<file path="src/dpr_pkg.sv">
// Shared constants, command types and a helper function of the packet receiver.
// Depends on nothing; used by the interfaces and all receiver modules.
package dpr_pkg;

    localparam int BUFFER_DEPTH = 2048;
    localparam int ADDR_W       = $clog2(BUFFER_DEPTH);
    localparam int LEN_W        = 11;
    localparam int INDEX_W      = 11;
    localparam int QUEUE_DEPTH  = 4;
    localparam int QUEUE_PTR_W  = $clog2(QUEUE_DEPTH);
    localparam int QUEUE_CNT_W  = $clog2(QUEUE_DEPTH + 1);

    localparam logic [7:0] CH_START = 8'h24;
    localparam logic [7:0] CH_HASH  = 8'h23;
    localparam logic [7:0] CH_ACK   = 8'h2B;
    localparam logic [7:0] CH_NAK   = 8'h2D;
    localparam logic [7:0] CH_COLON = 8'h3A;
    localparam logic [7:0] HEX_BAD  = 8'hFF;

    typedef enum logic [2:0] {
        OP_WRITE   = 3'd0,
        OP_READ    = 3'd1,
        OP_NAK     = 3'd2,
        OP_ACK     = 3'd3,
        OP_ACK_SEQ = 3'd4
    } op_t;

    typedef struct packed {
        op_t               op;
        logic [ADDR_W-1:0] addr;
        logic [7:0]        data;
        logic [7:0]        seq1;
        logic [LEN_W-1:0]  len;
    } cmd_t;

    // Value of a checksum character; anything that is not hex reads as -1.
    function automatic logic [7:0] hex_value(input logic [7:0] c);
        logic [7:0] v;
        if (c >= 8'h61 && c <= 8'h66) begin
            v = c - 8'h57;
        end else if (c >= 8'h30 && c <= 8'h39) begin
            v = c - 8'h30;
        end else if (c >= 8'h41 && c <= 8'h46) begin
            v = c - 8'h37;
        end else begin
            v = HEX_BAD;
        end
        return v;
    endfunction

endpackage

</file>
<file path="src/dpr_queue.sv">
// Short command queue between the front end and the back end.
// Depends on dpr_pkg for the command type and the queue depth.
module dpr_queue (
    input  logic             clk,
    input  logic             rst_n,
    input  logic             push,
    input  dpr_pkg::cmd_t    push_cmd,
    input  logic             pop,
    output logic             full,
    output logic             head_valid,
    output dpr_pkg::cmd_t    head
);

    dpr_pkg::cmd_t                   entry_reg [dpr_pkg::QUEUE_DEPTH];
    logic [dpr_pkg::QUEUE_PTR_W-1:0] wr_ptr_reg, wr_ptr_next;
    logic [dpr_pkg::QUEUE_PTR_W-1:0] rd_ptr_reg, rd_ptr_next;
    logic [dpr_pkg::QUEUE_CNT_W-1:0] count_reg, count_next;
    logic                            do_push;
    logic                            do_pop;

    assign full       = count_reg == dpr_pkg::QUEUE_CNT_W'(dpr_pkg::QUEUE_DEPTH);
    assign head_valid = count_reg != '0;
    assign head       = entry_reg[rd_ptr_reg];
    assign do_push    = push && !full;
    assign do_pop     = pop && head_valid;

    always_comb
    begin
        wr_ptr_next = wr_ptr_reg;
        rd_ptr_next = rd_ptr_reg;
        count_next  = count_reg;
        if (do_push) begin
            wr_ptr_next = (wr_ptr_reg == dpr_pkg::QUEUE_PTR_W'(dpr_pkg::QUEUE_DEPTH - 1))
                        ? '0 : wr_ptr_reg + dpr_pkg::QUEUE_PTR_W'(1);
        end
        if (do_pop) begin
            rd_ptr_next = (rd_ptr_reg == dpr_pkg::QUEUE_PTR_W'(dpr_pkg::QUEUE_DEPTH - 1))
                        ? '0 : rd_ptr_reg + dpr_pkg::QUEUE_PTR_W'(1);
        end
        if (do_push && !do_pop) begin
            count_next = count_reg + dpr_pkg::QUEUE_CNT_W'(1);
        end else if (do_pop && !do_push) begin
            count_next = count_reg - dpr_pkg::QUEUE_CNT_W'(1);
        end
    end

    always_ff @(posedge clk or negedge rst_n)
    begin
        if (!rst_n) begin
            wr_ptr_reg <= '0;
            rd_ptr_reg <= '0;
            count_reg  <= '0;
        end else begin
            wr_ptr_reg <= wr_ptr_next;
            rd_ptr_reg <= rd_ptr_next;
            count_reg  <= count_next;
        end
    end

    always_ff @(posedge clk)
    begin
        if (do_push) begin
            entry_reg[wr_ptr_reg] <= push_cmd;
        end
    end

endmodule

</file>
<file path="config.mk">
export PLATFORM = sky130hd
export DESIGN_NAME = dpr_queue
export DESIGN_NICKNAME = d
export VERILOG_FILES = /design/src/dpr_pkg.sv /design/src/dpr_queue.sv
export SDC_FILE = /design/constraint.sdc
export NUM_CORES = 1
export LEC_CHECK = 0
export ABC_AREA = 1
export BUFFER_PORTS_ARGS = -buffer_cell sky130_fd_sc_hd__clkbuf_2
export CAP_MARGIN = 25
export CORE_ASPECT_RATIO = 0.7
export CORE_MARGIN = 4
export CORE_UTILIZATION = 40
export CTS_BUF_LIST = sky130_fd_sc_hd__clkbuf_4 sky130_fd_sc_hd__clkbuf_8
export DETAILED_ROUTE_END_ITERATION = 12
export HOLD_SLACK_MARGIN = 0.03
export PLACE_DENSITY_LB_ADDON = 0.2
export SETUP_SLACK_MARGIN = 0.02
export SYNTH_ARGS = -nofsm -noshare
export SYNTH_HDL_FRONTEND = slang
export SYNTH_SLANG_ARGS = --single-unit
export TNS_END_PERCENT = 30
</file>
<file path="constraint.sdc">
create_clock -name clk -period 5.01 [get_ports clk]
set_input_delay 0.501 -clock clk [delete_from_list [all_inputs] [get_ports clk]]
set_output_delay 0.501 -clock clk [all_outputs]
set_load 0.1 [all_outputs]
</file>
==> flow_summary.yaml, run 1 <==
timing:
  worstMarginPinSlew_ns: 0.850
  final-max-slew-violation-count: 0
  period_share_pct: 63.5
  slew_headroom_pct: 43.3
  clock_skew_ns: 0.0171
  finalSetupTns_ns: 0
  clock.fmax_ghz: 0.315
  setup_violations: 0
  hold_viol: 0
  post-route-min-period_ns: 3.18
  rsz0062_at_grt: "no"
route:
  drc: 0
  routed_wl_um: 13900
  wire_per_inst_um: 15.9
  drtIter0Drc: 204
  via_per_inst: 4.65
  vias: 4070
  first_pass_iters: 4
  final_antenna_net_count: 0
finish:
  area_delta_synth_final_pct: 12.7
  stdcell_count: 876
  largest_register_ffs: 164
  ff_latch_area_mm2: 0.00510
  final_cell_mix: "edfxtp_1, nand2_1, inv_1"
  final_common_cell: "edfxtp_1"
  layout-drive-gt1-share_pct: 36.6
  nFillCells: 1580
  layout.nets: 679
  antenna_cells: 0
  multi_input_area_mm2: 0.00174
die:
  ios: 88
  fp.coreArea_mm2: 0.0182
  dieArea_mm2: 0.0210
  fp-row-count: 41
  start_util_pct: 41.2
  fp.dieW_um: 172
  die_h_um: 123
clock_tree:
  cts_resized: 0
  htreeDepth: 4
  cts_buffers: 17
  post_cts_buffers: 0
  cts_sinks: 171
  clkLatencyLatePin_ns: 0.43
  postCtsHoldBufs: 1
  clockRootBuffer: "clkbuf_8"
  cts_tree: "done"
  clk_pin_slew_ns: 0.10
  cts_buffer_depth: 2
critical_path:
  crit_type: "flop to output pin"
  end_kind: "output pin"
  arrival_ns: 2.68
  required_ns: 4.51
  crit_fanout: 62
  start_kind: "flop"
place:
  dp.cells: 843
  numPortBuffers: 87
  hpwl_um: 8600
  place_congestion: 0.752
synthesis:
  netlist_instances: 538
  synth_cell_type_count: 19
  ys_seq_area_share_pct: 68.0
  ys_ff_latch: 171
  avgSynthCellArea_um2: 13.9
  synth_xor_area_share_pct: 0.117
  synth.net_count: 590
  synth.area.mux_share_pct: 0
  yosys.area_share.simple_pct: 9.13
  ys_warn_count: 0
  synth_compound_area_share_pct: 12.3
  yosys.area_share.adder_pct: 1.27
  synth_top_family_by_area: "compound AO/OA/AOI/OAI gates"
  syn_area_mm2: 0.00750
global_route:
  antenna_found_initial: 1
  grt_pass1_wl_um: 21900
  grt_remaining_overflow: 0
  grt_max_degree: 63
  grt_pass1_vias: 4069
  grtUsageTotal_pct: 13.7
flow_run:
  maxCapViolations: 0
min_path:
  min_path_type: "input port to flop"
status:
  run_status: "finished clean"
-- worst max-delay path: stages (launching register included) --
cell and delay, ns:
dfrtp_4 1.00, buf_4 0.50, o211ai_1 0.18, nand2_1 0.09
clkbuf_2 0.45
-- routing by layer --
layer	track usage, %	part of all wire [%]	vias to the layer above
li1	-	-	2026
met1	18.0	45	1953
met2	22.3	49	80
met3	4.38	5.8	9
met4	3.12	0.30	2
met5	0	0.079	-
-- area by class of cell --
cell class / instances / area share (%)
Clock inverter: 14 / 2.00
Tap cell: 236 / 3.49
Clock buffer: 18 / 2.86
Inverter: 97 / 4.31
Sequential cell: 171 / 60.4
Timing Repair Buffer: 97 / 6.37
Multi-Input combinational cell: 243 / 20.6
-- worst paths after layout --
| path | from | depth (start not counted) | to | slack, ns |
|---|---|---|---|---|
| max in group asynchronous | rst_n | 2 | rd_ptr_reg[0] | 4.38 |
| max reg2reg | count_reg[0] | 5 | entry_reg[2][35] | 2.59 |
| max | rd_ptr_reg[0] | 4 | head[11] | 1.83 |
| min reg2reg | count_reg[2] | 2 | count_reg[2] | 0.53 |
| min | push_cmd[5] | 1 | entry_reg[2][5] | 0.28 |
| min in group asynchronous | rst_n | 2 | count_reg[0] | 0.44 |
-- synthesized netlist by cell type --
| library cell | count | area (µm²) |
|---|---|---|
| edfxtp_1 | 164 | 4920 |
| nand2_1 | 97 | 364 |
| inv_1 | 96 | 360 |
| o211ai_2 | 60 | 751 |
| nand2_2 | 41 | 257 |
| o211ai_1 | 22 | 165 |
| buf_12 | 11 | 220 |
| buf_2 | 11 | 55.1 |
| dfrtp_1 | 7 | 175 |
| nand3_1 | 7 | 35.0 |
| ha_1 | 6 | 75.1 |
| nor2_1 | 6 | 22.5 |
| buf_6 | 3 | 33.8 |
| buf_4 | 2 | 15.0 |
| fa_1 | 1 | 20.0 |
| inv_2 | 1 | 3.75 |
| nand4_1 | 1 | 6.26 |
| o21ai_0 | 1 | 5.00 |
| xnor2_1 | 1 | 8.76 |
-- logic make-up (layout without fill, tap and decap cells) --
logic type / Yosys count / after routing
fa+ha+maj: 7 / 7
buf+inv: 124 / 226
xor+xnor: 1 / 1
flops: 171 / 171
compound gates: 83 / 83
simple gates: 152 / 152
-- per-stage QoR --
step | setup WS [ns] | area (µm²) | utilization, % | hold WS (ns)
after floorplan | 2.12 | 7500 | - | 0.205
after CTS | 1.78 | 8450 | 46.4 | 0.246
after global routing | 1.64 | 8450 | 46.4 | 0.250
after detailed placement | 2.28 | 8030 | 44.1 | 0.353
after global placement | 2.30 | 8010 | 44.0 | 0.348
final | 1.83 | 8450 | 46.4 | 0.282
Power of run 1 is not shown: default switching activity piles up to over one toggle a cycle in this logic, so the estimate is an artifact.
==> inputs of run 2 (changes only) <==
==> constraint.sdc (replaced) <==
create_clock -name clk -period 3.11 [get_ports clk]
set_input_delay 0.311 -clock clk [delete_from_list [all_inputs] [get_ports clk]]
set_output_delay 0.311 -clock clk [all_outputs]
set_load 0.1 [all_outputs]
==> run 2 against run 1 <==
Global-route usage is 0.32 points higher. Non-clock buffer count is 1 lower. Flip-flop and latch count stayed put. Routed wire length is 0.37% lower. Clock skew is 0.0075 ns lower. Setup slack worse by 1.2 ns. Register-to-register slack worse by 1.7 ns. Cell area is 0.68% higher. Utilization is 0.32 points higher. Sequential share of layout area is 0.41 points lower. Critical path depth stayed put. First-iteration DRC count is 17% higher. Largest cell class unchanged.
==> flow_summary.yaml, run 2 (same netlist as run 1, synthesis figures left out) <==
place:
  numPortBuffers: 87
  place_congestion: 0.761
  pre_cts_ws_ns: 0.946
  hpwl_um: 8140
min_path:
  hold_depth: 1
  min_path_type: "input port to flop"
finish:
  post-route-util_pct: 46.7
  final_common_cell: "edfxtp_1"
  layout-drive-gt1-share_pct: 36.0
  layout.nets: 678
  area_delta_synth_final_pct: 13.5
  final_cell_mix: "edfxtp_1, nand2_1, inv_1"
  antenna_cells: 0
  largest_register_ffs: 164
die:
  die_h_um: 123
  ios: 88
  start_util_pct: 41.2
  fp.dieW_um: 172
  dieArea_mm2: 0.0210
  fp.coreArea_mm2: 0.0182
  fp-row-count: 41
route:
  via_per_inst: 4.63
  vias: 4048
  wire_per_inst_um: 15.8
  drtIter0Drc: 238
  drc: 0
  routed_wl_um: 13900
  first_pass_iters: 4
  final_antenna_net_count: 0
global_route:
  antenna_found_initial: 0
  grt_pass1_wl_um: 22100
  grtUsageTotal_pct: 14.0
  grt_remaining_overflow: 0
  grt_max_degree: 72
  grt_pass1_vias: 4001
timing:
  hold_viol: 0
  setup_violations: 0
  period_share_pct: 79.3
  worstMarginPinSlew_ns: 0.800
  rsz0062_at_grt: "no"
  clock.fmax_ghz: 0.406
  final-max-slew-violation-count: 0
  slew_headroom_pct: 46.7
  clock_skew_ns: 0.00959
  fin_ws_ns: 0.644
  holdWs_ns: 0.0883
  post-route-min-period_ns: 2.47
  finalSetupTns_ns: 0
critical_path:
  ff2ff_path_depth: 9
  arrival_ns: 2.15
  required_ns: 2.80
  start_kind: "flop"
  crit_type: "flop to output pin"
  end_kind: "output pin"
  crit_fanout: 69
  r2r_setup_slack_ns: 0.92
clock_tree:
  post_cts_buffers: 0
  htreeDepth: 4
  clockRootBuffer: "clkbuf_8"
  cts_buffers: 17
  cts_sinks: 171
  clk_pin_slew_ns: 0.08
  clkLatencyLatePin_ns: 0.44
  cts_tree: "done"
  cts_buffer_depth: 2
status:
  run_status: "finished clean"
flow_run:
  maxCapViolations: 0
## run 2: layout make-up
class	count	area, µm²
sequential	171	5100
tap	236	295
timing repair buffer	96	658
inverter	97	364
clock inverter	14	106
clock buffer	18	241
multi-input combinational	243	1740
fill	1610	9700
## run 2: worst paths after layout
check | startpoint | end
max | rd_ptr_reg[0] | head[35]
min | push_cmd[7] | entry_reg[3][7]
max reg2reg | count_reg[1] | count_reg[1]
min reg2reg | count_reg[2] | count_reg[2]
max in group asynchronous | rst_n | rd_ptr_reg[0]
min in group asynchronous | rst_n | wr_ptr_reg[1]
## run 2: per-stage QoR
stage,area [µm²],instances
final,8510,875
after global routing,8510,875
after CTS,8510,875
after detailed placement,8150,842
after global placement,8150,842
after floorplan,7500,538
## run 2: metal layers
layer	global-route usage (%)	part of all wire, %
met3	4.19	5.0
met2	22.2	47
met4	3.12	0.72
met1	19.2	47
met5	0	0
## run 2: what timing repair did
action | CTS | global route
resized for setup | 0 | 0
endpoints found under the hold margin | 7 | 0
hold buffers | 1 | 0
## run 2: worst max-delay path, stage by stage, from the launching register on
cell	delay, ns
dfrtp_4	0.69
buf_12	0.40
o211ai_2	0.13
nand2_1	0.16
buf_4	0.31
Power of run 2 is left out for the same reason.
