<file path="src/dpr_pkg.sv">
// Shared constants, command types and a helper function of the packet receiver.
// Depends on nothing; used by the interfaces and all receiver modules.
package dpr_pkg;

    localparam int BUFFER_DEPTH = 2048;
    localparam int ADDR_W       = $clog2(BUFFER_DEPTH);
    localparam int LEN_W        = 11;
    localparam int INDEX_W      = 11;
    localparam int QUEUE_DEPTH  = 4;
    localparam int QUEUE_PTR_W  = $clog2(QUEUE_DEPTH);
    localparam int QUEUE_CNT_W  = $clog2(QUEUE_DEPTH + 1);

    localparam logic [7:0] CH_START = 8'h24;
    localparam logic [7:0] CH_HASH  = 8'h23;
    localparam logic [7:0] CH_ACK   = 8'h2B;
    localparam logic [7:0] CH_NAK   = 8'h2D;
    localparam logic [7:0] CH_COLON = 8'h3A;
    localparam logic [7:0] HEX_BAD  = 8'hFF;

    typedef enum logic [2:0] {
        OP_WRITE   = 3'd0,
        OP_READ    = 3'd1,
        OP_NAK     = 3'd2,
        OP_ACK     = 3'd3,
        OP_ACK_SEQ = 3'd4
    } op_t;

    typedef struct packed {
        op_t               op;
        logic [ADDR_W-1:0] addr;
        logic [7:0]        data;
        logic [7:0]        seq1;
        logic [LEN_W-1:0]  len;
    } cmd_t;

    // Value of a checksum character; anything that is not hex reads as -1.
    function automatic logic [7:0] hex_value(input logic [7:0] c);
        logic [7:0] v;
        if (c >= 8'h61 && c <= 8'h66) begin
            v = c - 8'h57;
        end else if (c >= 8'h30 && c <= 8'h39) begin
            v = c - 8'h30;
        end else if (c >= 8'h41 && c <= 8'h46) begin
            v = c - 8'h37;
        end else begin
            v = HEX_BAD;
        end
        return v;
    endfunction

endpackage

</file>
<file path="src/dpr_stream_if.sv">
// Valid/ready channel interfaces for input items and result beats.
// Depends on dpr_pkg for field widths.
interface dpr_in_if;
    logic                           valid;
    logic                           ready;
    logic                           kind;
    logic [7:0]                     rx_byte;
    logic [dpr_pkg::INDEX_W-1:0]    read_index;

    modport source (output valid, kind, rx_byte, read_index, input ready);
    modport sink (input valid, kind, rx_byte, read_index, output ready);
endinterface


</file>
<file path="src/dpr_front.sv">
// Front end: accepts input items, tracks the packet framing and checksum,
// and turns items into commands for the back end. Depends on dpr_pkg.
module dpr_front (
    input  logic             clk,
    input  logic             rst_n,
    dpr_in_if.sink           in_port,
    input  logic             q_full,
    output logic             push,
    output dpr_pkg::cmd_t    push_cmd
);

    typedef enum logic [3:0] {
        PH_HUNT = 4'b0001,
        PH_DATA = 4'b0010,
        PH_HI   = 4'b0100,
        PH_LO   = 4'b1000
    } phase_t;

    phase_t                     phase_reg, phase_next;
    logic [7:0]                 run_sum_reg, run_sum_next;
    logic [7:0]                 rcv_sum_reg, rcv_sum_next;
    logic [dpr_pkg::ADDR_W-1:0] count_reg, count_next;
    logic [7:0]                 byte0_reg, byte0_next;
    logic [7:0]                 byte1_reg, byte1_next;
    logic [7:0]                 byte2_reg, byte2_next;
    logic                       accept;
    logic [7:0]                 c;
    logic [7:0]                 hex_c;
    logic [7:0]                 total;

    assign in_port.ready = !q_full;
    assign accept        = in_port.valid && in_port.ready;
    assign c             = in_port.rx_byte;
    assign hex_c         = dpr_pkg::hex_value(c);
    assign total         = rcv_sum_reg + hex_c;

    always_comb
    begin
        phase_next   = phase_reg;
        run_sum_next = run_sum_reg;
        rcv_sum_next = rcv_sum_reg;
        count_next   = count_reg;
        byte0_next   = byte0_reg;
        byte1_next   = byte1_reg;
        byte2_next   = byte2_reg;
        push         = 1'b0;
        push_cmd     = '0;
        if (accept)
        begin
            if (in_port.kind)
            begin
                push          = 1'b1;
                push_cmd.op   = dpr_pkg::OP_READ;
                push_cmd.addr = dpr_pkg::ADDR_W'(in_port.read_index);
            end
            else
            begin
                case (phase_reg)
                    PH_HUNT:
                    begin
                        if (c == dpr_pkg::CH_START)
                        begin
                            phase_next   = PH_DATA;
                            run_sum_next = '0;
                            count_next   = '0;
                        end
                    end
                    PH_DATA:
                    begin
                        if (c == dpr_pkg::CH_START)
                        begin
                            run_sum_next = '0;
                            count_next   = '0;
                        end
                        else if (c == dpr_pkg::CH_HASH)
                        begin
                            phase_next = PH_HI;
                        end
                        else
                        begin
                            run_sum_next  = run_sum_reg + c;
                            push          = 1'b1;
                            push_cmd.op   = dpr_pkg::OP_WRITE;
                            push_cmd.addr = count_reg;
                            push_cmd.data = c;
                            if (count_reg == dpr_pkg::ADDR_W'(0))
                            begin
                                byte0_next = c;
                            end
                            if (count_reg == dpr_pkg::ADDR_W'(1))
                            begin
                                byte1_next = c;
                            end
                            if (count_reg == dpr_pkg::ADDR_W'(2))
                            begin
                                byte2_next = c;
                            end
                            count_next = count_reg + dpr_pkg::ADDR_W'(1);
                            if (count_reg == dpr_pkg::ADDR_W'(dpr_pkg::BUFFER_DEPTH - 2))
                            begin
                                phase_next = PH_HUNT;
                            end
                        end
                    end
                    PH_HI:
                    begin
                        rcv_sum_next = {hex_c[3:0], 4'h0};
                        phase_next   = PH_LO;
                    end
                    PH_LO:
                    begin
                        rcv_sum_next = total;
                        phase_next   = PH_HUNT;
                        push         = 1'b1;
                        push_cmd.len = dpr_pkg::LEN_W'(count_reg);
                        if (total != run_sum_reg)
                        begin
                            push_cmd.op  = dpr_pkg::OP_NAK;
                            push_cmd.len = '0;
                        end
                        else if (count_reg >= dpr_pkg::ADDR_W'(3)
                                 && byte2_reg == dpr_pkg::CH_COLON)
                        begin
                            push_cmd.op   = dpr_pkg::OP_ACK_SEQ;
                            push_cmd.data = byte0_reg;
                            push_cmd.seq1 = byte1_reg;
                        end
                        else
                        begin
                            push_cmd.op = dpr_pkg::OP_ACK;
                        end
                    end
                    default:
                    begin
                        phase_next = PH_HUNT;
                    end
                endcase
            end
        end
    end

    always_ff @(posedge clk or negedge rst_n)
    begin
        if (!rst_n)
        begin
            phase_reg   <= PH_HUNT;
            run_sum_reg <= '0;
            rcv_sum_reg <= '0;
            count_reg   <= '0;
        end
        else
        begin
            phase_reg   <= phase_next;
            run_sum_reg <= run_sum_next;
            rcv_sum_reg <= rcv_sum_next;
            count_reg   <= count_next;
        end
    end

    always_ff @(posedge clk)
    begin
        byte0_reg <= byte0_next;
        byte1_reg <= byte1_next;
        byte2_reg <= byte2_next;
    end

endmodule

</file>
<file path="src/flat_wrapper.sv">
// flat-port wrapper written by rule: the top's interface ports become plain ports
module dpr_front_flat 
  (clk, rst_n, q_full, push, push_cmd, in_port_valid, in_port_kind, in_port_rx_byte, in_port_read_index, in_port_ready);
  dpr_in_if in_port_i ();
  input  logic clk;
  input  logic rst_n;
  input  logic q_full;
  output logic push;
  output dpr_pkg::cmd_t push_cmd;
  input wire logic [$bits(in_port_i.valid)-1:0] in_port_valid;
  input wire logic [$bits(in_port_i.kind)-1:0] in_port_kind;
  input wire logic [$bits(in_port_i.rx_byte)-1:0] in_port_rx_byte;
  input wire logic [$bits(in_port_i.read_index)-1:0] in_port_read_index;
  output wire logic [$bits(in_port_i.ready)-1:0] in_port_ready;
  assign in_port_i.valid = in_port_valid;
  assign in_port_i.kind = in_port_kind;
  assign in_port_i.rx_byte = in_port_rx_byte;
  assign in_port_i.read_index = in_port_read_index;
  assign in_port_ready = in_port_i.ready;
  dpr_front u_core (.clk(clk), .rst_n(rst_n), .in_port(in_port_i), .q_full(q_full), .push(push), .push_cmd(push_cmd));
endmodule
</file>
<file path="config.mk">
export PLATFORM = sky130hd
export DESIGN_NAME = dpr_front_flat
export DESIGN_NICKNAME = d
export VERILOG_FILES = /design/src/dpr_pkg.sv /design/src/dpr_stream_if.sv /design/src/dpr_front.sv /design/src/flat_wrapper.sv
export SDC_FILE = /design/constraint.sdc
export NUM_CORES = 1
export LEC_CHECK = 0
export ABC_AREA = 1
export BUFFER_PORTS_ARGS = -buffer_cell sky130_fd_sc_hd__buf_2
export CAP_MARGIN = 10
export CELL_PAD_IN_SITES_DETAIL_PLACEMENT = 1
export CELL_PAD_IN_SITES_GLOBAL_PLACEMENT = 2
export CORE_MARGIN = 1.5
export CORE_UTILIZATION = 36
export DETAILED_ROUTE_END_ITERATION = 8
export MAX_ROUTING_LAYER = met4
export PLACE_DENSITY_LB_ADDON = 0.1
export SETUP_SLACK_MARGIN = 0.02
export SLEW_MARGIN = 25
export SYNTH_ARGS = -nofsm -noshare
export SYNTH_HDL_FRONTEND = slang
export SYNTH_SLANG_ARGS = --single-unit
export TNS_END_PERCENT = 50
</file>
<file path="constraint.sdc">
create_clock -name clk -period 11.75 [get_ports clk]
set_clock_uncertainty 0.15 [all_clocks]
set_input_delay 1.175 -clock clk [delete_from_list [all_inputs] [get_ports clk]]
set_output_delay 1.175 -clock clk [all_outputs]
set_load 0.01 [all_outputs]
</file>
==> impl_metrics.py, run 1 <==
metrics = {
    "outcome": {
        "status": "complete, but fails checks",
        "violations": "DRC",
    },
    "clocking": {
        "clockBufferDepth": 2,
        "cts_inserted_buffers": 5,
        "post-cts-setup-buffers": 0,
        "clk_pin_slew_worst_paths_ns": 0.07,
        "cts_root_buf": "clkbuf_16",
        "htree_levels": 2,
        "cts_resized": 0,
        "cts_sinks": 55,
        "cts_hold_buf": 0,
        "cts_tree": "built",
        "clk_latency_ns": 0.29,
    },
    "job": {
        "cap_viol_max_count": 0,
    },
    "synth": {
        "synth_cell_types": 49,
        "synth_area_per_cell_um2": 7.74,
        "yosysTopAreaCell": "dfrtp_1",
        "synth-seq-cells": 55,
        "syn-num-nets": 609,
        "async_reset_ff_share_pct": 56.4,
        "synth_warnings": 0,
        "netlist_area_mm2": 0.00431,
        "netlist_instances": 556,
        "synth_top_flop_cell": "dfrtp_1",
        "synth.top_cell.area_share_pct": 17.4,
        "synth_area_leaders": "dfrtp_1 (17%), edfxtp_1 (17%), nand2_1 (8.3%), ha_1 (7.8%), inv_1 (7.8%)",
        "synth_edf_count": 24,
        "yosysSeqAreaShare_pct": 34.8,
    },
    "sta": {
        "finalHoldViolations": 0,
        "rsz0062_at_grt": "no",
        "fmax_ghz": 0.135,
        "maxSlewViolCount": 0,
        "post-route-min-period_ns": 7.39,
        "finalSetupViolations": 0,
        "relSlewSlack_pct": 32.6,
        "worst_pin_slew_ns": 1.01,
        "setup_tns_ns": 0,
        "period_share_pct": 62.9,
        "hold_ws_ns": 0.382,
    },
    "setup_path": {
        "slowest_stage": "nor2_1",
        "endpoint_kind": "output port",
        "critPathBufInv": 6,
        "required_ns": 10.43,
        "cp.depth": 26,
        "crit_arrival_ns": 6.06,
        "start_kind": "primary input",
        "r2r-end": "u_core.byte2_reg[5]",
        "cp-endpoint": "push_cmd[39]",
        "path_class": "in2out",
        "rr_startpoint": "u_core.phase_reg[2]",
        "r2r_cells": 9,
        "max_stage_delay_ns": 0.77,
        "critical_path.top_delay_family": "simple AND/OR/NAND/NOR gates",
        "r2r_slack_ns": 8.27,
        "crit_top_cell": "nand2_1",
        "crit_fanout": 12,
        "crit_path_start": "in_port_rx_byte[4]",
    },
    "global_route": {
        "grt_pass1_vias": 4153,
        "antenna_found_initial": 0,
        "overflow": 0,
        "grt_pass1_wl_um": 21000,
        "grt_max_degree": 32,
        "grt.total_usage_pct": 21.6,
    },
    "die": {
        "coreArea_mm2": 0.0116,
        "io_pins": 67,
        "rows": 39,
        "die_h_um": 112,
        "die_w_um": 112,
        "dieArea_mm2": 0.0126,
        "initial_utilization_pct": 37.2,
    },
    "worst_hold_path": {
        "min_from": "u_core.phase_reg[3]",
        "hold_class": "reg2reg",
    },
    "route": {
        "drc": 9,
        "vias": 3980,
        "first_pass_iters": 7,
        "ant_nets": 0,
        "wl_per_cell_um": 16.9,
        "via_per_inst": 5.24,
        "drtIter0Drc": 143,
        "drt-total-wl_um": 12900,
    },
    "final_layout": {
        "final_util_pct": 42.3,
        "final_cells": 760,
        "syn_to_final_growth_pct": 13.6,
        "largest_reg_flops": 11,
        "final_nets": 669,
        "insertedDiodeCount": 0,
        "drive_gt1_share_pct": 20.4,
    },
    "power": {
        "p_per_area_mw_per_mm2": 152,
        "p_leak_nw": 2.27,
        "total_power_uw": 742,
        "vdd_drop_max_uv": 71.2,
    },
    "placed_design": {
        "dp.cells": 752,
        "hpwl_um": 9950,
        "gp_congestion": 0.833,
        "portBuffers": 66,
    },
}
cell families (layout without fill, tap and decap cells):
kind of cell | count (synthesis) | in the layout | share of synthesized area (%)
buf+inv | 114 | 175 | 10.9
simple gates | 242 | 242 | 28.5
fa+ha+maj | 29 | 29 | 8.78
xor+xnor | 16 | 16 | 3.25
compound gates | 100 | 100 | 13.8
flops | 55 | 55 | 34.8
worst reg2reg max path, cell delays in order (launching register included):
cell	delay [ns]
dfrtp_1	0.42
nor2_1	0.13
inv_2	0.06
nor3_4	0.26
inv_2	0.13
nor2_4	0.27
inv_1	0.15
nor2_2	0.72
nand2_1	0.23
nor3_2	0.58
power breakdown:
group	internal, mW	switching, mW
Combinational	0.113	0.206
Sequential	0.237	0.0373
Clock	0.0792	0.0695
Total	0.429	0.313
area by class of cell:
cell class,count,area [µm²]
fill,1493,6670
inverter,97,367
timing repair buffer,70,360
multi-input combinational,387,2350
clock buffer,7,133
tap,143,179
sequential,55,1500
clock inverter,1,5.00
cells in the mapped netlist (3+ instances only):
cell type	count
nand2_1	95
inv_1	90
a21oi_1	46
nor2_1	41
nand3_1	34
dfrtp_1	30
ha_1	27
edfxtp_1	24
o21ai_0	22
nand4_1	17
nor3_1	16
o22ai_1	14
xor2_1	11
nor3_2	9
buf_2	7
inv_2	6
nand2_2	6
clkbuf_1	5
xnor2_1	5
buf_6	4
nand3_2	4
nor2_2	4
nor2_4	4
a31oi_1	3
how the worst min path moves through the flow:
stage                                 end  slack, ns  cells after the start
floorplan             u_core.phase_reg[3]       0.32                      2
global placement      u_core.phase_reg[3]       0.35                      2
detailed placement  u_core.rcv_sum_reg[5]       0.37                      1
CTS                 u_core.rcv_sum_reg[5]       0.39                      1
global route        u_core.rcv_sum_reg[5]       0.41                      1
finish                u_core.phase_reg[3]       0.38                      2
layer usage:
metal	GRT usage, %	wire length (µm)	part of all wire [%]
met3	2.38	407	3.2
met2	37.8	6310	49
met5	-	0	0
met1	27.4	6040	47
met4	4.22	87	0.68
stage by stage:
stage | instance area (µm²) | worst slack [ns]
after floorplan | 4310 | 6.24
after global placement | 4740 | 4.47
after detailed placement | 4740 | 4.35
after CTS | 4880 | 4.35
after global routing | 4890 | 3.94
final | 4890 | 4.36
layout by cell type, fill, tap and decap left out, types with 6 or more instances in the layout:
cell type,instances
ha_1,27
a21oi_1,45
inv_1,90
edfxtp_1,24
nor2_1,40
o22ai_1,14
nand2_2,6
buf_2,66
nor3_1,15
nor3_2,10
nand3_1,34
nand4_1,17
nand2_1,95
o21ai_0,22
xor2_1,11
inv_2,6
dfrtp_1,30
(Power assumes the default switching activity.)
==> run 2: changes to the inputs <==
Settings changed: CORE_UTILIZATION 36 to 33.
Clock period 11.75 ns to 7.3 ns, I/O delays scaled along.
==> impl_metrics.py, run 2 (synthesized netlist as in run 1, its figures left out) <==
metrics = {
    "final_layout": {
        "largest_reg_flops": 11,
        "ff_latch_area_mm2": 0.00150,
        "insertedDiodeCount": 0,
        "filler_cell_count": 1594,
        "syn_to_final_growth_pct": 15.9,
        "layout_commonest_cell": "nand2_1",
        "drive_gt1_share_pct": 20.7,
        "final_util_pct": 39.4,
        "multi_input_area_mm2": 0.00234,
        "final_area_mm2": 0.00499,
        "final_cells": 791,
        "final_nets": 671,
        "most-common-layout-cells": "nand2_1 (95), inv_1 (90), buf_2 (66)",
    },
    "sta": {
        "rsz0062_at_grt": "no",
        "worst_pin_slew_ns": 0.976,
        "finalHoldViolations": 0,
        "period_share_pct": 84.8,
        "finalSetupViolations": 0,
        "fmax_ghz": 0.162,
        "relSlewSlack_pct": 34.9,
        "finalWorstSetupSlack_ns": 1.11,
        "maxSlewViolCount": 0,
        "post-route-min-period_ns": 6.19,
        "hold_ws_ns": 0.356,
        "setup_tns_ns": 0,
    },
    "route": {
        "drtIter0Drc": 195,
        "drt-total-wl_um": 13300,
        "vias": 3990,
        "wl_per_cell_um": 16.8,
        "via_per_inst": 5.04,
        "ant_nets": 0,
        "drc": 0,
        "first_pass_iters": 4,
    },
    "power": {
        "switching_share_pct": 40.1,
        "p_int_uw": 762,
        "combPwrFrac_pct": 40.5,
        "p_per_area_mw_per_mm2": 255,
        "power.switching_uw": 511,
        "vdd_drop_max_uv": 129,
        "p_leak_nw": 2.30,
        "clockPowerShare_pct": 25.1,
        "total_power_mw": 1.27,
        "seqPwrFrac_pct": 34.4,
    },
    "placed_design": {
        "pre_cts_ws_ns": 1.20,
        "hpwl_um": 10300,
        "gp_congestion": 0.820,
        "place_area_mm2": 0.00479,
        "portBuffers": 66,
        "dp.cells": 783,
    },
    "die": {
        "die_h_um": 117,
        "initial_utilization_pct": 34.0,
        "coreArea_mm2": 0.0127,
        "io_pins": 67,
        "rows": 41,
        "dieArea_mm2": 0.0137,
        "die_w_um": 117,
    },
    "global_route": {
        "grt_pass1_vias": 4067,
        "grt.total_usage_pct": 21.2,
        "grt_max_degree": 32,
        "overflow": 0,
        "antenna_found_initial": 0,
        "grt_pass1_wl_um": 21100,
    },
    "setup_path": {
        "endpoint_kind": "output port",
        "crit_fanout": 12,
        "start_kind": "primary input",
        "crit_arrival_ns": 5.31,
        "path_class": "in2out",
        "required_ns": 6.42,
    },
    "clocking": {
        "post-cts-setup-buffers": 0,
        "cts_resized": 0,
        "clockBufferDepth": 2,
        "cts_root_buf": "clkbuf_16",
        "cts_sinks": 55,
        "cts_inserted_buffers": 5,
        "clk_pin_slew_worst_paths_ns": 0.07,
        "clk_latency_ns": 0.31,
        "cts_hold_buf": 0,
        "htree_levels": 2,
        "cts_tree": "built",
    },
    "outcome": {
        "status": "finished, final reports clean",
    },
    "job": {
        "cap_viol_max_count": 0,
    },
    "worst_hold_path": {
        "hold_class": "in2async",
    },
}
==> run 2: cell types whose count changed in the layout (fill, tap and decap cells not counted) <==
cell,delta
a21oi_1,+1
a21oi_2,-1
buf_4,+2
bufinv_16,+2
clkbuf_1,-2
clkinv_2,-1
clkinvlp_4,+1
nor2_1,+1
nor2_2,-1
==> run 2: layout make-up <==
| class | count | area share, % |
|---|---|---|
| Clock inverter | 3 | 1.35 |
| Multi-Input combinational cell | 387 | 47.0 |
| Timing Repair Buffer | 72 | 7.52 |
| Inverter | 97 | 7.35 |
| Clock buffer | 5 | 2.51 |
| Tap cell | 172 | 4.31 |
| Sequential cell | 55 | 30.0 |
==> run 2: per-layer routing <==
metal,share of wire [%],GRT usage [%],up-vias
li1,-,-,1977
met1,49,28.1,1947
met2,48,34.7,58
met3,2.8,3.55,8
met4,0.74,3.61,0
met5,0,-,-
==> run 2: power by group through the flow <==
stage | registers, mW | clock network, mW | logic [mW]
finish | 0.438 | 0.319 | 0.516
detailed placement | 0.445 | 0 | 0.515
global placement | 0.444 | 0 | 0.505
global route | 0.448 | 0.335 | 0.592
CTS | 0.439 | 0.326 | 0.520
floorplan | 0.428 | 0 | 0.399
==> run 2: worst max-delay path: stages <==
cell     delay [ns]
buf_2          0.28
inv_1          0.20
ha_1           0.27
inv_1          0.10
nor2_4         0.05
nand2_1        0.05
nand3_1        0.20
nand2_2        0.16
nand2_1        0.12
o21ai_0        0.44
ha_1           0.29
inv_1          0.07
fa_1           0.53
xor2_1         0.15
nand3_1        0.09
nor2_1         0.13
o21ai_0        0.10
nor2_1         0.12
nand4_1        0.12
nor2_1         0.11
buf_4          0.20
nand2_1        0.26
o21ai_0        0.33
inv_1          0.07
buf_2          0.14
==> run 2: worst paths after layout <==
| check | from | endpoint | slack [ns] | cells past startpoint |
|---|---|---|---|---|
| worst max-delay path | in_port_rx_byte[4] | push_cmd[39] | 1.11 | 25 |
| worst min-delay path | rst_n | u_core.count_reg[10] | 0.36 | 1 |
| worst max register to register | u_core.phase_reg[2] | u_core.byte2_reg[6] | 4.08 | 10 |
| worst min register to register | u_core.rcv_sum_reg[5] | u_core.rcv_sum_reg[5] | 0.38 | 1 |
| max in group asynchronous | rst_n | u_core.count_reg[5] | 6.12 | 1 |
| min in group clk | u_core.rcv_sum_reg[5] | u_core.rcv_sum_reg[5] | 0.38 | 1 |
==> run 3: changes to the inputs <==
Settings changed: CORE_UTILIZATION 33 to 30.
Clock period 7.3 ns to 5.2 ns, I/O delays scaled along.
==> impl_metrics.py, run 3 (synthesized netlist as in run 1, its figures left out) <==
metrics = {
    "outcome": {
        "status": "finished, final reports clean",
    },
    "sta": {
        "post-route-min-period_ns": 4.81,
        "period_share_pct": 92.6,
        "finalSetupViolations": 0,
        "finalWorstSetupSlack_ns": 0.387,
        "worst_pin_slew_ns": 0.802,
        "rsz0062_at_grt": "no",
        "fmax_ghz": 0.208,
        "finalHoldViolations": 0,
        "maxSlewViolCount": 0,
        "relSlewSlack_pct": 46.5,
    },
    "global_route": {
        "overflow": 0,
        "grt.total_usage_pct": 19.5,
        "grt_pass1_vias": 4168,
        "grt_pass1_wl_um": 22000,
        "antenna_found_initial": 0,
        "grt_max_degree": 32,
    },
    "route": {
        "first_pass_iters": 6,
        "drt-total-wl_um": 13600,
        "drc": 0,
        "drtIter0Drc": 179,
        "vias": 4006,
        "wl_per_cell_um": 16.9,
        "ant_nets": 0,
        "via_per_inst": 4.95,
    },
    "clocking": {
        "clk_pin_slew_worst_paths_ns": 0.08,
        "clockBufferDepth": 2,
        "cts_hold_buf": 0,
        "cts_root_buf": "clkbuf_16",
        "cts_tree": "built",
        "cts_sinks": 55,
        "cts_inserted_buffers": 5,
        "htree_levels": 2,
        "clk_latency_ns": 0.31,
    },
    "job": {
        "cap_viol_max_count": 0,
    },
    "final_layout": {
        "filler_cell_count": 1753,
        "most-common-layout-cells": "nand2_1 (94), inv_1 (89), buf_2 (65)",
        "ff_latch_area_mm2": 0.00150,
        "final_area_mm2": 0.00509,
        "final_cells": 809,
        "final_nets": 681,
        "syn_to_final_growth_pct": 18.1,
        "insertedDiodeCount": 0,
        "layout_commonest_cell": "nand2_1",
        "drive_gt1_share_pct": 23.2,
        "largest_reg_flops": 11,
        "multi_input_area_mm2": 0.00239,
    },
    "die": {
        "die_w_um": 123,
        "dieArea_mm2": 0.0151,
        "rows": 43,
        "io_pins": 67,
        "coreArea_mm2": 0.0139,
        "die_h_um": 123,
        "initial_utilization_pct": 30.9,
    },
    "worst_hold_path": {
        "hold_class": "in2async",
    },
    "setup_path": {
        "required_ns": 4.53,
        "start_kind": "primary input",
        "endpoint_kind": "output port",
        "path_class": "in2out",
        "crit_fanout": 12,
        "rr_startpoint": "u_core.phase_reg[2]",
        "r2r-end": "u_core.byte1_reg[0]",
        "r2r_cells": 11,
        "crit_arrival_ns": 4.14,
        "r2r_slack_ns": 2.10,
    },
    "power": {
        "p_per_area_mw_per_mm2": 342,
        "p_int_uw": 995,
        "seqPwrFrac_pct": 35.7,
        "vdd_drop_max_uv": 156,
        "power.switching_uw": 744,
        "combPwrFrac_pct": 43.5,
        "switching_share_pct": 42.8,
        "clockPowerShare_pct": 20.8,
        "p_leak_nw": 2.34,
    },
    "placed_design": {
        "gp_congestion": 0.848,
        "hpwl_um": 10600,
        "pre_cts_ws_ns": -0.0301,
        "portBuffers": 66,
        "dp.cells": 800,
        "place_area_mm2": 0.00487,
    },
}
==> run 3: cell type report <==
type,instances,area share [%]
flip-flops and latches,55,29.4
multi-input cells,388,47.0
well taps,180,4.43
inverters,97,7.21
clock inverters,3,0.541
clock buffers,5,2.46
repair buffers,81,8.91
==> run 3: layer usage <==
layer	vias to the layer above	GRT usage, %	part of all wire, %
met5	-	-	0
met4	0	3.34	0.82
met3	9	2.51	3.4
met2	55	31.6	47
met1	1942	26.4	49
li1	2000	-	-
==> run 3: worst max-delay path, cell delays in order <==
cell      delay, ns
clkbuf_4       0.20
ha_1           0.27
a21oi_1        0.23
nand3_1        0.18
nand2_2        0.13
nand2_1        0.11
o21ai_2        0.18
ha_1           0.23
inv_1          0.07
fa_1           0.53
xor2_1         0.15
nand3_1        0.08
nor2_1         0.11
o21ai_0        0.08
nor2_1         0.08
nand4_1        0.10
nor2_2         0.18
buf_6          0.20
nand4_4        0.18
nor3_2         0.16
buf_2          0.16
==> run 3: per-stage QoR <==
stage	setup TNS [ns]	hold WS [ns]	util (%)	power [mW]
3_5_place_dp	-0.0823	0.359	35.0	1.37
5_1_grt	0	0.202	36.5	1.89
3_3_place_gp	0	0.352	35.0	1.35
4_1_cts	0	0.170	36.1	1.74
6_report	0	0.143	36.5	1.74
2_1_floorplan	0	0.0744	-	1.16
==> run 3: how the worst max path moves through the flow <==
stage / from / endpoint / slack (ns)
after floorplan: in_port_rx_byte[4] / push_cmd[11] / 1.00
after global placement: in_port_rx_byte[5] / push_cmd[15] / 0.05
after CTS: in_port_rx_byte[4] / push_cmd[17] / 0.08
after global routing: in_port_rx_byte[5] / push_cmd[21] / 0.02
after detailed placement: in_port_rx_byte[4] / push_cmd[17] / -0.03
final: in_port_rx_byte[5] / push_cmd[17] / 0.39
==> run 3: timing repair <==
item	4_1_cts	5_1_grt
endpoints found under the hold margin	0	0
endpoints found under the setup margin	9	30
gates cloned	0	1
resized for setup	1	14
setup buffers	0	0
==> run 3: power groups by stage <==
stage	clock (mW)	combinational, mW	sequential, mW
6_report	0.362	0.756	0.621
3_3_place_gp	0	0.728	0.625
3_5_place_dp	0	0.739	0.630
4_1_cts	0.378	0.743	0.620
2_1_floorplan	0	0.561	0.601
5_1_grt	0.393	0.867	0.634
